$ cat src/rtl/rrc_pkg.sv
// Shared types, widths and helpers for the rational reduce/compare block.
// Used by rrc_div, rrc_reduce and rational_reduce_compare; no dependencies.
`default_nettype none
package rrc_pkg;

  localparam int DATA_WIDTH = 32;
  localparam int CNT_W      = $clog2(DATA_WIDTH + 1);
  localparam int IN_BITS    = ((4 * DATA_WIDTH + 7) / 8) * 8;
  localparam int OUT_FIELDS = 2 + 4 * DATA_WIDTH;
  localparam int OUT_BITS   = ((OUT_FIELDS + 7) / 8) * 8;

  typedef logic [DATA_WIDTH-1:0] word_t;

  typedef enum logic [2:0] {
    R_IDLE,
    R_CHECK,
    R_GCD,
    R_QN,
    R_QD
  } red_state_t;

  typedef enum logic [1:0] {
    T_IDLE,
    T_RUN1,
    T_RUN2,
    T_OUT
  } top_state_t;

  // Magnitude of a two's complement word; the most negative value maps to 2^(W-1).
  function automatic word_t abs_mag(word_t x);
    word_t r;
    r = x[DATA_WIDTH-1] ? word_t'(~x + word_t'(1)) : x;
    return r;
  endfunction

  // Sign and magnitude back to two's complement, wrapping at the word width.
  function automatic word_t from_sm(logic neg, word_t mag);
    word_t r;
    r = neg ? word_t'(~mag + word_t'(1)) : mag;
    return r;
  endfunction

endpackage
`default_nettype wire

$ cat src/rtl/rational_reduce_compare.sv
// Rational reduce and compare: top level with stream handshakes and output register.
// Depends on rrc_pkg and rrc_reduce (which holds the shared rrc_div).
//
// Usage:
//   One input transaction on s_* carries two signed fractions. Each fraction is
//   reduced by the divisor that Euclid's truncating remainder loop finds (its
//   sign follows C remainder rules), and one output transaction on m_* carries
//   both reduced fractions, an equal flag and an invalid flag (0/0 present).
//   A 0/0 fraction reports 0/0 and forces the equal flag low.
// Timing:
//   Both fractions go through one reduce sequencer, one after the other, and
//   every Euclid step and final division uses the same one-bit-per-cycle
//   divider. s_tready is high only while idle.
// Reset: rst (synchronous, active high) returns to idle, holds s_tready low and drops m_tvalid.
// Stall: a finished result waits in the output register; the block still takes
//   the next input while it waits, and holds its next result until m_tready.
`default_nettype none
module rational_reduce_compare (
  input  wire logic                         clk,
  input  wire logic                         rst,
  input  wire logic                         s_tvalid,
  output logic                              s_tready,
  // first_numerator, first_denominator, second_numerator, second_denominator
  input  wire logic [rrc_pkg::IN_BITS-1:0]  s_tdata,
  output logic                              m_tvalid,
  input  wire logic                         m_tready,
  // fractions_equal, invalid_input, first_reduced_num, first_reduced_den,
  // second_reduced_num, second_reduced_den, zero pad
  output logic [rrc_pkg::OUT_BITS-1:0]      m_tdata
);

  localparam int W = rrc_pkg::DATA_WIDTH;

  rrc_pkg::top_state_t state, state_next;

  rrc_pkg::word_t n2, d2;
  rrc_pkg::word_t r1_num, r1_den, r2_num, r2_den;
  logic           r1_ok, r2_ok;

  logic           red_start;
  rrc_pkg::word_t red_num, red_den;
  logic           red_done, red_ok;
  rrc_pkg::word_t red_num_out, red_den_out;

  logic           s_take, m_load;
  logic           valid, equal;

  rrc_reduce u_reduce (
    .clk     (clk),
    .rst     (rst),
    .start   (red_start),
    .num     (red_num),
    .den     (red_den),
    .done    (red_done),
    .ok      (red_ok),
    .num_out (red_num_out),
    .den_out (red_den_out)
  );

  assign s_tready = (state == rrc_pkg::T_IDLE) && !rst;
  assign s_take   = s_tvalid && s_tready;
  assign valid    = r1_ok && r2_ok;
  assign equal    = valid && (r1_num == r2_num) && (r1_den == r2_den);

  // Next state; first fraction starts straight from the input bus.
  always_comb begin
    state_next = state;
    red_start  = 1'b0;
    red_num    = n2;
    red_den    = d2;
    m_load     = 1'b0;
    case (state)
      rrc_pkg::T_IDLE: begin
        red_num = s_tdata[W-1:0];
        red_den = s_tdata[2*W-1:W];
        if (s_take) begin
          red_start  = 1'b1;
          state_next = rrc_pkg::T_RUN1;
        end
      end
      rrc_pkg::T_RUN1: begin
        if (red_done) begin
          red_start  = 1'b1;
          state_next = rrc_pkg::T_RUN2;
        end
      end
      rrc_pkg::T_RUN2: begin
        if (red_done) state_next = rrc_pkg::T_OUT;
      end
      rrc_pkg::T_OUT: begin
        // hold until the output register is free
        if (!m_tvalid || m_tready) begin
          m_load     = 1'b1;
          state_next = rrc_pkg::T_IDLE;
        end
      end
      default: state_next = rrc_pkg::T_IDLE;
    endcase
  end

  always_ff @(posedge clk) begin
    if (rst) begin
      state    <= rrc_pkg::T_IDLE;
      m_tvalid <= 1'b0;
    end else begin
      state <= state_next;
      if (m_load) begin
        m_tvalid <= 1'b1;
      end else if (m_tready) begin
        m_tvalid <= 1'b0;
      end
    end
  end

  // Payload: second fraction operands, per-fraction results, output register.
  always_ff @(posedge clk) begin
    if (s_take) begin
      n2 <= s_tdata[3*W-1:2*W];
      d2 <= s_tdata[4*W-1:3*W];
    end
    if (state == rrc_pkg::T_RUN1 && red_done) begin
      r1_ok  <= red_ok;
      r1_num <= red_num_out;
      r1_den <= red_den_out;
    end
    if (state == rrc_pkg::T_RUN2 && red_done) begin
      r2_ok  <= red_ok;
      r2_num <= red_num_out;
      r2_den <= red_den_out;
    end
    if (m_load) begin
      m_tdata <= rrc_pkg::OUT_BITS'({r2_den, r2_num, r1_den, r1_num, !valid, equal});
    end
  end

endmodule
`default_nettype wire

$ cat src/rtl/rrc_div.sv
// Restoring unsigned divider, one quotient bit per cycle.
// Depends on rrc_pkg. Divisor must be nonzero.
`default_nettype none
module rrc_div (
  input  wire logic          clk,
  input  wire logic          rst,
  input  wire logic          start,
  input  wire rrc_pkg::word_t dividend,
  input  wire rrc_pkg::word_t divisor,
  output logic               done,
  output rrc_pkg::word_t     quotient,
  output rrc_pkg::word_t     remainder
);

  logic                      running;
  logic [rrc_pkg::CNT_W-1:0] cnt;
  rrc_pkg::word_t            quo;
  rrc_pkg::word_t            rem;
  rrc_pkg::word_t            dvs;
  logic [rrc_pkg::DATA_WIDTH:0] trial;
  logic [rrc_pkg::DATA_WIDTH:0] diff;
  logic                      fits;

  assign trial = {rem, quo[rrc_pkg::DATA_WIDTH-1]};
  assign diff  = trial - {1'b0, dvs};
  assign fits  = !diff[rrc_pkg::DATA_WIDTH];

  always_ff @(posedge clk) begin
    if (rst) begin
      running <= 1'b0;
      done    <= 1'b0;
      cnt     <= '0;
    end else begin
      done <= 1'b0;
      if (start) begin
        running <= 1'b1;
        cnt     <= rrc_pkg::CNT_W'(rrc_pkg::DATA_WIDTH);
      end else if (running) begin
        cnt <= cnt - rrc_pkg::CNT_W'(1);
        if (cnt == rrc_pkg::CNT_W'(1)) begin
          running <= 1'b0;
          done    <= 1'b1;
        end
      end
    end
  end

  // Shift one dividend bit into the partial remainder per step.
  always_ff @(posedge clk) begin
    if (start) begin
      quo <= dividend;
      rem <= '0;
      dvs <= divisor;
    end else if (running) begin
      quo <= {quo[rrc_pkg::DATA_WIDTH-2:0], fits};
      rem <= fits ? diff[rrc_pkg::DATA_WIDTH-1:0] : trial[rrc_pkg::DATA_WIDTH-1:0];
    end
  end

  assign quotient  = quo;
  assign remainder = rem;

endmodule
`default_nettype wire

$ cat src/rtl/rrc_reduce.sv
// Sequencer that reduces one fraction: Euclid remainder loop, then two
// divisions by the found divisor, all on one shared rrc_div. Depends on rrc_pkg.
`default_nettype none
module rrc_reduce (
  input  wire logic           clk,
  input  wire logic           rst,
  input  wire logic           start,
  input  wire rrc_pkg::word_t num,
  input  wire rrc_pkg::word_t den,
  output logic                done,
  output logic                ok,
  output rrc_pkg::word_t      num_out,
  output rrc_pkg::word_t      den_out
);

  rrc_pkg::red_state_t state, state_next;

  logic           n_neg, d_neg, a_neg, b_neg;
  rrc_pkg::word_t n_mag, d_mag, a_mag, b_mag, qn;

  logic           div_start;
  rrc_pkg::word_t div_dvd, div_dvs;
  logic           div_done;
  rrc_pkg::word_t div_quo, div_rem;

  rrc_div u_div (
    .clk       (clk),
    .rst       (rst),
    .start     (div_start),
    .dividend  (div_dvd),
    .divisor   (div_dvs),
    .done      (div_done),
    .quotient  (div_quo),
    .remainder (div_rem)
  );

  always_comb begin
    state_next = state;
    div_start  = 1'b0;
    div_dvd    = a_mag;
    div_dvs    = b_mag;
    case (state)
      rrc_pkg::R_IDLE: begin
        if (start) state_next = rrc_pkg::R_CHECK;
      end
      rrc_pkg::R_CHECK: begin
        if (b_mag != '0) begin
          div_start  = 1'b1;
          state_next = rrc_pkg::R_GCD;
        end else if (a_mag == '0) begin
          state_next = rrc_pkg::R_IDLE;
        end else begin
          div_start  = 1'b1;
          div_dvd    = n_mag;
          div_dvs    = a_mag;
          state_next = rrc_pkg::R_QN;
        end
      end
      rrc_pkg::R_GCD: begin
        if (div_done) state_next = rrc_pkg::R_CHECK;
      end
      rrc_pkg::R_QN: begin
        div_dvd = d_mag;
        div_dvs = a_mag;
        if (div_done) begin
          div_start  = 1'b1;
          state_next = rrc_pkg::R_QD;
        end
      end
      rrc_pkg::R_QD: begin
        if (div_done) state_next = rrc_pkg::R_IDLE;
      end
      default: state_next = rrc_pkg::R_IDLE;
    endcase
  end

  always_ff @(posedge clk) begin
    if (rst) begin
      state <= rrc_pkg::R_IDLE;
      done  <= 1'b0;
    end else begin
      state <= state_next;
      done  <= 1'b0;
      if (state == rrc_pkg::R_CHECK && b_mag == '0 && a_mag == '0) done <= 1'b1;
      if (state == rrc_pkg::R_QD && div_done) done <= 1'b1;
    end
  end

  always_ff @(posedge clk) begin
    case (state)
      rrc_pkg::R_IDLE: begin
        if (start) begin
          n_neg <= num[rrc_pkg::DATA_WIDTH-1];
          n_mag <= rrc_pkg::abs_mag(num);
          d_neg <= den[rrc_pkg::DATA_WIDTH-1];
          d_mag <= rrc_pkg::abs_mag(den);
          a_neg <= num[rrc_pkg::DATA_WIDTH-1];
          a_mag <= rrc_pkg::abs_mag(num);
          b_neg <= den[rrc_pkg::DATA_WIDTH-1];
          b_mag <= rrc_pkg::abs_mag(den);
        end
      end
      rrc_pkg::R_CHECK: begin
        // 0/0: no divisor, report zeros
        if (b_mag == '0 && a_mag == '0) begin
          ok      <= 1'b0;
          num_out <= '0;
          den_out <= '0;
        end
      end
      rrc_pkg::R_GCD: begin
        // remainder keeps the dividend's sign (truncating rule)
        if (div_done) begin
          a_neg <= b_neg;
          a_mag <= b_mag;
          b_neg <= a_neg;
          b_mag <= div_rem;
        end
      end
      rrc_pkg::R_QN: begin
        if (div_done) qn <= div_quo;
      end
      rrc_pkg::R_QD: begin
        if (div_done) begin
          ok      <= 1'b1;
          num_out <= rrc_pkg::from_sm((n_neg != a_neg) && (qn != '0), qn);
          den_out <= rrc_pkg::from_sm((d_neg != a_neg) && (div_quo != '0), div_quo);
        end
      end
      default: ;
    endcase
  end

endmodule
`default_nettype wire
$ cat config.mk
export PLATFORM = sky130hd
export DESIGN_NAME = rational_reduce_compare
export DESIGN_NICKNAME = d
export VERILOG_FILES = /design/src/rtl/rrc_pkg.sv /design/src/rtl/rational_reduce_compare.sv /design/src/rtl/rrc_div.sv /design/src/rtl/rrc_reduce.sv
export SDC_FILE = /design/constraint.sdc
export NUM_CORES = 1
export LEC_CHECK = 0
export CAP_MARGIN = 20
export CORE_ASPECT_RATIO = 0.9
export CORE_MARGIN = 8
export CORE_UTILIZATION = 33
export DETAILED_ROUTE_END_ITERATION = 7
export DONT_BUFFER_PORTS = 1
export GPL_TIMING_DRIVEN = 0
export SETUP_SLACK_MARGIN = 0.4
export SYNTH_ARGS = -nofsm -noshare
export SYNTH_HDL_FRONTEND = slang
export SYNTH_SLANG_ARGS = --single-unit
$ cat constraint.sdc
create_clock -name clk -period 12.24 [get_ports clk]
set_input_delay 0.612 -clock clk [delete_from_list [all_inputs] [get_ports clk]]
set_output_delay 0.612 -clock clk [all_outputs]
set_load 0.03 [all_outputs]
==> impl_metrics.json, run 1 <==
{
  "start_util_pct": 33.3,
  "post_cts_resized": 0,
  "synthArstFlopShare_pct": 0,
  "critPathLaunchType": "flop",
  "clk_path_buf_depth": 3,
  "gp_congestion": 0.910,
  "r2r_start": "state[0]$_SDFFE_PP0P_",
  "grt_first_pass_wirelength_microns": 119000,
  "dp_cells": 3400,
  "outcome": "finished, final reports clean",
  "final_max_slew_viol_count": 0,
  "yosys_warnings": 0,
  "rsz0062_at_grt": "false",
  "finalSetupViolations": 0,
  "ant_nets": 0,
  "largest_reg_flops": 130,
  "synthToLayoutAreaGrowth_pct": 14.3,
  "clkTransAtPathRegs_ps": 60,
  "holdWs_ps": 89.1,
  "synth_area_leader_cell": "edfxtp_1",
  "io_buffer_count": 0,
  "critPathKind": "flop to flop",
  "worstMarginPinSlew_ps": 955,
  "antenna_found_initial": 0,
  "cp_data_required_time_ps": 12590,
  "postCtsHoldBufs": 0,
  "grt_max_degree": 67,
  "synth.ff_latch_count": 664,
  "nNetsFinal": 2494,
  "track_usage_pct": 15.8,
  "path_max_fanout": 10,
  "grt_pass1_vias": 18600,
  "clockRootBuffer": "clkbuf_16",
  "ys_types": 72,
  "timing.critical_path.arrival_ps": 7950,
  "tns_ps": 0,
  "cp-end-kind": "flop",
  "cts_tree": "built",
  "htreeDepth": 3,
  "hold_depth": 0,
  "min_period_ps": 7600,
  "hold_path.class": "input pin to flop",
  "slowest_stage": "buf_1",
  "die_y_microns": 298,
  "final_util_pct": 38.1,
  "r2r_slack_ps": 4640,
  "drive_above_1_share_pct": 9.48,
  "yosysMostFrequentCell": "edfxtp_1",
  "core_area_sq_um": 87800,
  "place_ws_ps": 4800,
  "rows": 103,
  "synth_edf_count": 617,
  "wl_per_cell_microns": 22.6,
  "netlist_area_sq_um": 29200,
  "route.final.wire_length_microns": 79900,
  "largest-register": "m_tdata",
  "fin_skew_ps": 32.7,
  "timing.final.crit_share_pct": 62.1,
  "p_leak_nw": 11.5,
  "vias_per_cell": 5.20,
  "yosysSeqAreaShare_pct": 66.6,
  "dp_hpwl_microns": 62200,
  "dieArea_sq_um": 98400,
  "num_vias": 18400,
  "first_iter_violations": 1654,
  "grt_overflow": 0,
  "synth_ff_type": "edfxtp_1",
  "vdd_drop_max_v": 0.000166,
  "cts_buffers": 72,
  "numClockSinks": 664,
  "clk_latency_ps": 620,
  "drc": 0,
  "cpPeakStageDelay_ps": 780,
  "synth_top_area_share_pct": 63.4,
  "io_pins": 270,
  "powerDensity_nw_per_um2": 240,
  "relSlewSlack_pct": 36.2,
  "syn_inst": 2222,
  "netlist_top_cells_count": "edfxtp_1, nand2_1, nor2_1",
  "crit_end": "u_reduce.b_mag[30]$_DFFE_PP_",
  "setup.worst_path.start": "state[0]$_SDFFE_PP0P_",
  "ff2ff_path_depth": 18,
  "maxCapViolations": 0,
  "dr.pass1.iters": 6,
  "worst_slack_ps": 4640,
  "die_w_microns": 330,
  "synthTopCellsByArea": "edfxtp_1, xor2_1, dfxtp_1, nand2_1, mux2i_1",
  "postCtsSetupRepairBufs": 0,
  "path_cells": "inv_1, ha_1, buf_2, buf_2, buf_1, buf_1, clkbuf_1, clkbuf_1, mux2i_1, ha_1, o21ai_0, nand2b_1, or2_2, nor2b_1, nand2_1, o21ai_0, xor2_1, mux2_2",
  "timing.fmax_mhz": 132,
  "avgSynthCellArea_sq_um": 13.2,
  "r2r-end": "u_reduce.b_mag[30]$_DFFE_PP_",
  "fin_cells": 3530,
  "hold_viol_final": 0
}
==> metrics by stage <==
step                instance area [sq um]  power [mW]
floorplan                           29300        5.01
finish                              33400        8.01
detailed placement                  31000        5.82
global placement                    30700        5.77
global route                        33400        8.42
CTS                                 33400        8.05
==> kinds of logic after synthesis <==
group	count (synthesis)	synth area share, %
AOI/OAI and AO/OA	395	8.70
DFF	664	66.6
buffers and inverters	175	2.40
adders and majority gates	43	1.87
and+or+nand+nor	614	9.74
muxes	131	4.72
other	1	0.0128
xor gates and xnor gates	199	5.99
==> final cells by class <==
cell class              instances  area (sq um)
fillers                      8329         54300
multi-input cells            1388          9130
well taps                    1155          1450
repair buffers                 18           265
plain buffers                  98           414
inverters                      77           289
diodes                          1          2.50
flip-flops and latches        664         19500
clock inverters                42           528
clock buffers                  87          1880
==> cells in the final DEF, fill, tap and decap left out, types with 54 or more instances in the layout <==
cell type | netlist | layout
mux2i_1 | 77 | 77
o21ai_0 | 98 | 98
mux2_2 | 54 | 54
inv_1 | 76 | 76
clkbuf_16 | 0 | 73
clkbuf_1 | 74 | 87
xnor2_1 | 71 | 71
xor2_1 | 127 | 127
a21oi_1 | 96 | 96
edfxtp_1 | 617 | 617
nand2_1 | 238 | 238
nor2_1 | 162 | 161
==> metal layers <==
metal / global-route usage, % / vias to the layer above / routed length [microns]
met5: 0 / - / 0
met4: 3.83 / 0 / 1650
met3: 3.28 / 107 / 5280
met2: 27.8 / 656 / 40100
met1: 19.7 / 9160 / 32800
li1: - / 8432 / -
==> critical path: cells and delay by family (launching register included) <==
kind                     cells  cell delay, ps
buffers and inverters        7            3570
AND/OR/NAND/NOR              4            1220
multiplexers                 2             860
adder cells (fa/ha/maj)      2             760
AO/OA/AOI/OAI                2             370
flip-flops                   1             340
XOR/XNOR                     1             150
==> worst min path at each step <==
stage	start	end	slack [ps]
finish	s_tdata[93]	n2[29]$_DFFE_PP_	90
global route	s_tdata[93]	n2[29]$_DFFE_PP_	50
CTS	s_tdata[93]	n2[29]$_DFFE_PP_	40
detailed placement	u_reduce.ok$_DFFE_PP_	r2_ok$_DFFE_PP_	430
global placement	u_reduce.ok$_DFFE_PP_	r2_ok$_DFFE_PP_	430
floorplan	u_reduce.den_out[0]$_SDFFCE_PN0P_	r1_den[0]$_DFFE_PP_	420
==> where the power goes <==
group / switching [mW] / internal [mW]
clock network: 0.891 / 1.32
registers: 0.354 / 2.98
logic: 1.56 / 0.909
total: 2.81 / 5.21
Note: power is estimated with default switching activity, not from simulation.
==> run 2, diff against run 1 <==
Settings changed: ABC_AREA set to 1.
Clock period 12.24 ns to 7.3 ns, I/O delays scaled along.
==> impl_metrics.json, run 2 <==
{
  "drive_above_1_share_pct": 8.12,
  "mostFrequentLayoutCells": "nand2_1, edfxtp_1, inv_1",
  "place_area_sq_um": 34100,
  "antenna_found_initial": 0,
  "outcome": "finished, final reports clean",
  "ys_types": 57,
  "synth.ff_latch_count": 664,
  "grt_pass1_vias": 22600,
  "p_leak_nw": 15.0,
  "num_vias": 23400,
  "die_y_microns": 312,
  "synth_top_area_share_pct": 57.6,
  "vias_per_cell": 4.82,
  "timing.critical_path.arrival_ps": 4030,
  "holdWs_ps": 186,
  "p_int_mw": 8.65,
  "fin_area_sq_um": 37200,
  "p_clk_share_pct": 25.5,
  "first_iter_violations": 1923,
  "synth_edf_count": 617,
  "clkTransAtPathRegs_ps": 70,
  "fin_skew_ps": 34.1,
  "hold_path.class": "input pin to flop",
  "maxCapViolations": 0,
  "synthTopCellsByArea": "edfxtp_1, nand2_1, inv_1, nor2_1, dfxtp_1",
  "path_max_fanout": 26,
  "htreeDepth": 3,
  "netlist_area_sq_um": 32200,
  "largest_reg_flops": 130,
  "synthArstFlopShare_pct": 0,
  "p_comb_share_pct": 36.2,
  "postCtsSetupRepairBufs": 0,
  "synth_ff_type": "edfxtp_1",
  "syn_inst": 3386,
  "drc": 0,
  "rsz0062_at_grt": "false",
  "synthToLayoutAreaGrowth_pct": 15.5,
  "grt_first_pass_wirelength_microns": 139000,
  "core_area_sq_um": 96500,
  "dieArea_sq_um": 108000,
  "r2r_start": "state[1]$_SDFFE_PP0P_",
  "io_pins": 270,
  "worstMarginPinSlew_ps": 976,
  "cts_tree": "built",
  "cp_data_required_time_ps": 7630,
  "largest-register": "m_tdata",
  "setup.worst_path.start": "state[1]$_SDFFE_PP0P_",
  "cp-end-kind": "flop",
  "clockRootBuffer": "clkbuf_16",
  "rows": 108,
  "relSlewSlack_pct": 34.8,
  "critPathKind": "flop to flop",
  "synth_area_leader_cell": "edfxtp_1",
  "p_seq_share_pct": 38.3,
  "final_common_cell": "nand2_1",
  "clk_latency_ps": 650,
  "route.final.wire_length_microns": 92300,
  "yosys_warnings": 0,
  "min_period_ps": 3700,
  "p_sw_share_pct": 39.6,
  "clk_path_buf_depth": 3,
  "wl_per_cell_microns": 19.0,
  "dr.pass1.iters": 8,
  "hold_start": "s_tdata[25]",
  "finalSetupViolations": 0,
  "nNetsFinal": 3717,
  "ant_nets": 0,
  "grt_max_degree": 66,
  "powerDensity_nw_per_um2": 386,
  "die_w_microns": 345,
  "vdd_drop_max_v": 0.000304,
  "yosysMostFrequentCell": "nand2_1",
  "yosysSeqAreaShare_pct": 60.5,
  "netlist_top_cells_count": "nand2_1, edfxtp_1, inv_1",
  "numClockSinks": 664,
  "hold_viol_final": 0,
  "track_usage_pct": 16.6,
  "dp_hpwl_microns": 72100,
  "timing.final.crit_share_pct": 50.7,
  "p_switching_mw": 5.68,
  "gp_congestion": 0.915,
  "critPathLaunchType": "flop",
  "grt_overflow": 0,
  "io_buffer_count": 0,
  "timing.fmax_mhz": 270,
  "final_max_slew_viol_count": 0,
  "start_util_pct": 33.4,
  "cts_buffers": 70,
  "avgSynthCellArea_sq_um": 9.50
}
-- run 2: changes by cell type in the layout (fill, tap and decap cells not counted), sizes merged, moves of 76 or more --
cell / delta
nand2: +685
inv: +413
nor2: +250
nand3: +147
o21ai: +81
xor2: -77
mux2i: -76
-- run 2: final timing paths --
path / endpoint / slack, ps / depth (start not counted)
setup / recovery: u_reduce.d_mag[19]$_DFFE_PP_ / 3600 / 12
hold / removal: u_reduce.n_mag[25]$_DFFE_PP_ / 190 / 6
setup reg to reg: u_reduce.d_mag[19]$_DFFE_PP_ / 3600 / 12
hold reg to reg: m_tdata[68]$_DFFE_PP_ / 440 / 0
-- run 2: per-layer routing --
layer / vias to the layer above / GRT usage (%) / part of all wire (%)
met3: 110 / 3.34 / 7.2
met5: - / 0 / 0
met2: 839 / 28.3 / 48
met4: 0 / 3.85 / 2.1
li1: 11400 / - / -
met1: 11000 / 21.8 / 43
-- run 2: timing repair --
item	in CTS	in global routing
hold buffers	67	0
endpoints found under the hold margin	74	0
gates resized for setup	0	0
-- run 2: final cells by class --
class                   count  area [sq um]
repair buffers             79           948
diodes                      1          2.50
clock buffers              84          1820
plain buffers              94           573
well taps                1265          1580
inverters                 497          1870
flip-flops and latches    664         19500
multi-input cells        2136         10300
fillers                  9539         59300
clock inverters            43           549
-- run 2: critical path: stages (launching register included) --
cell and delay, ps:
dfxtp_1 320, inv_1 110, ha_1 360, inv_1 160, buf_6 190, buf_2 240, nor2_1 500, nand2_1 210
nand2_1 160, inv_1 110, nor2_4 490, buf_12 280, buf_12 210
-- run 2: cells by family after synthesis --
group / share of synthesized area (%)
xor+xnor: 2.46
mux: 0.0311
simple gates: 21.8
flops: 60.5
compound gates: 5.89
fa+ha+maj: 1.70
buf+inv: 7.58
other cells: 0.0117
-- run 2: per-stage QoR --
step / std cells / setup slack, ps / TNS (ps) / utilization (%) / power [mW]
2_1_floorplan: 3391 / 1890 / 0 / - / 8.91
3_3_place_gp: 4656 / -720 / -47280 / 35.0 / 10.6
3_5_place_dp: 4668 / 3560 / 0 / 35.4 / 10.7
4_1_cts: 4862 / 3530 / 0 / 38.5 / 14.4
5_1_grt: 4862 / 3330 / 0 / 38.5 / 15.2
6_report: 4863 / 3600 / 0 / 38.5 / 14.3
-- run 2: power by group through the flow --
stage	clock network, mW	registers (mW)	logic (mW)
floorplan	0	5.46	3.45
global placement	0	5.62	4.99
detailed placement	0	5.57	5.14
CTS	3.73	5.50	5.19
global route	3.89	5.55	5.77
finish	3.65	5.50	5.19
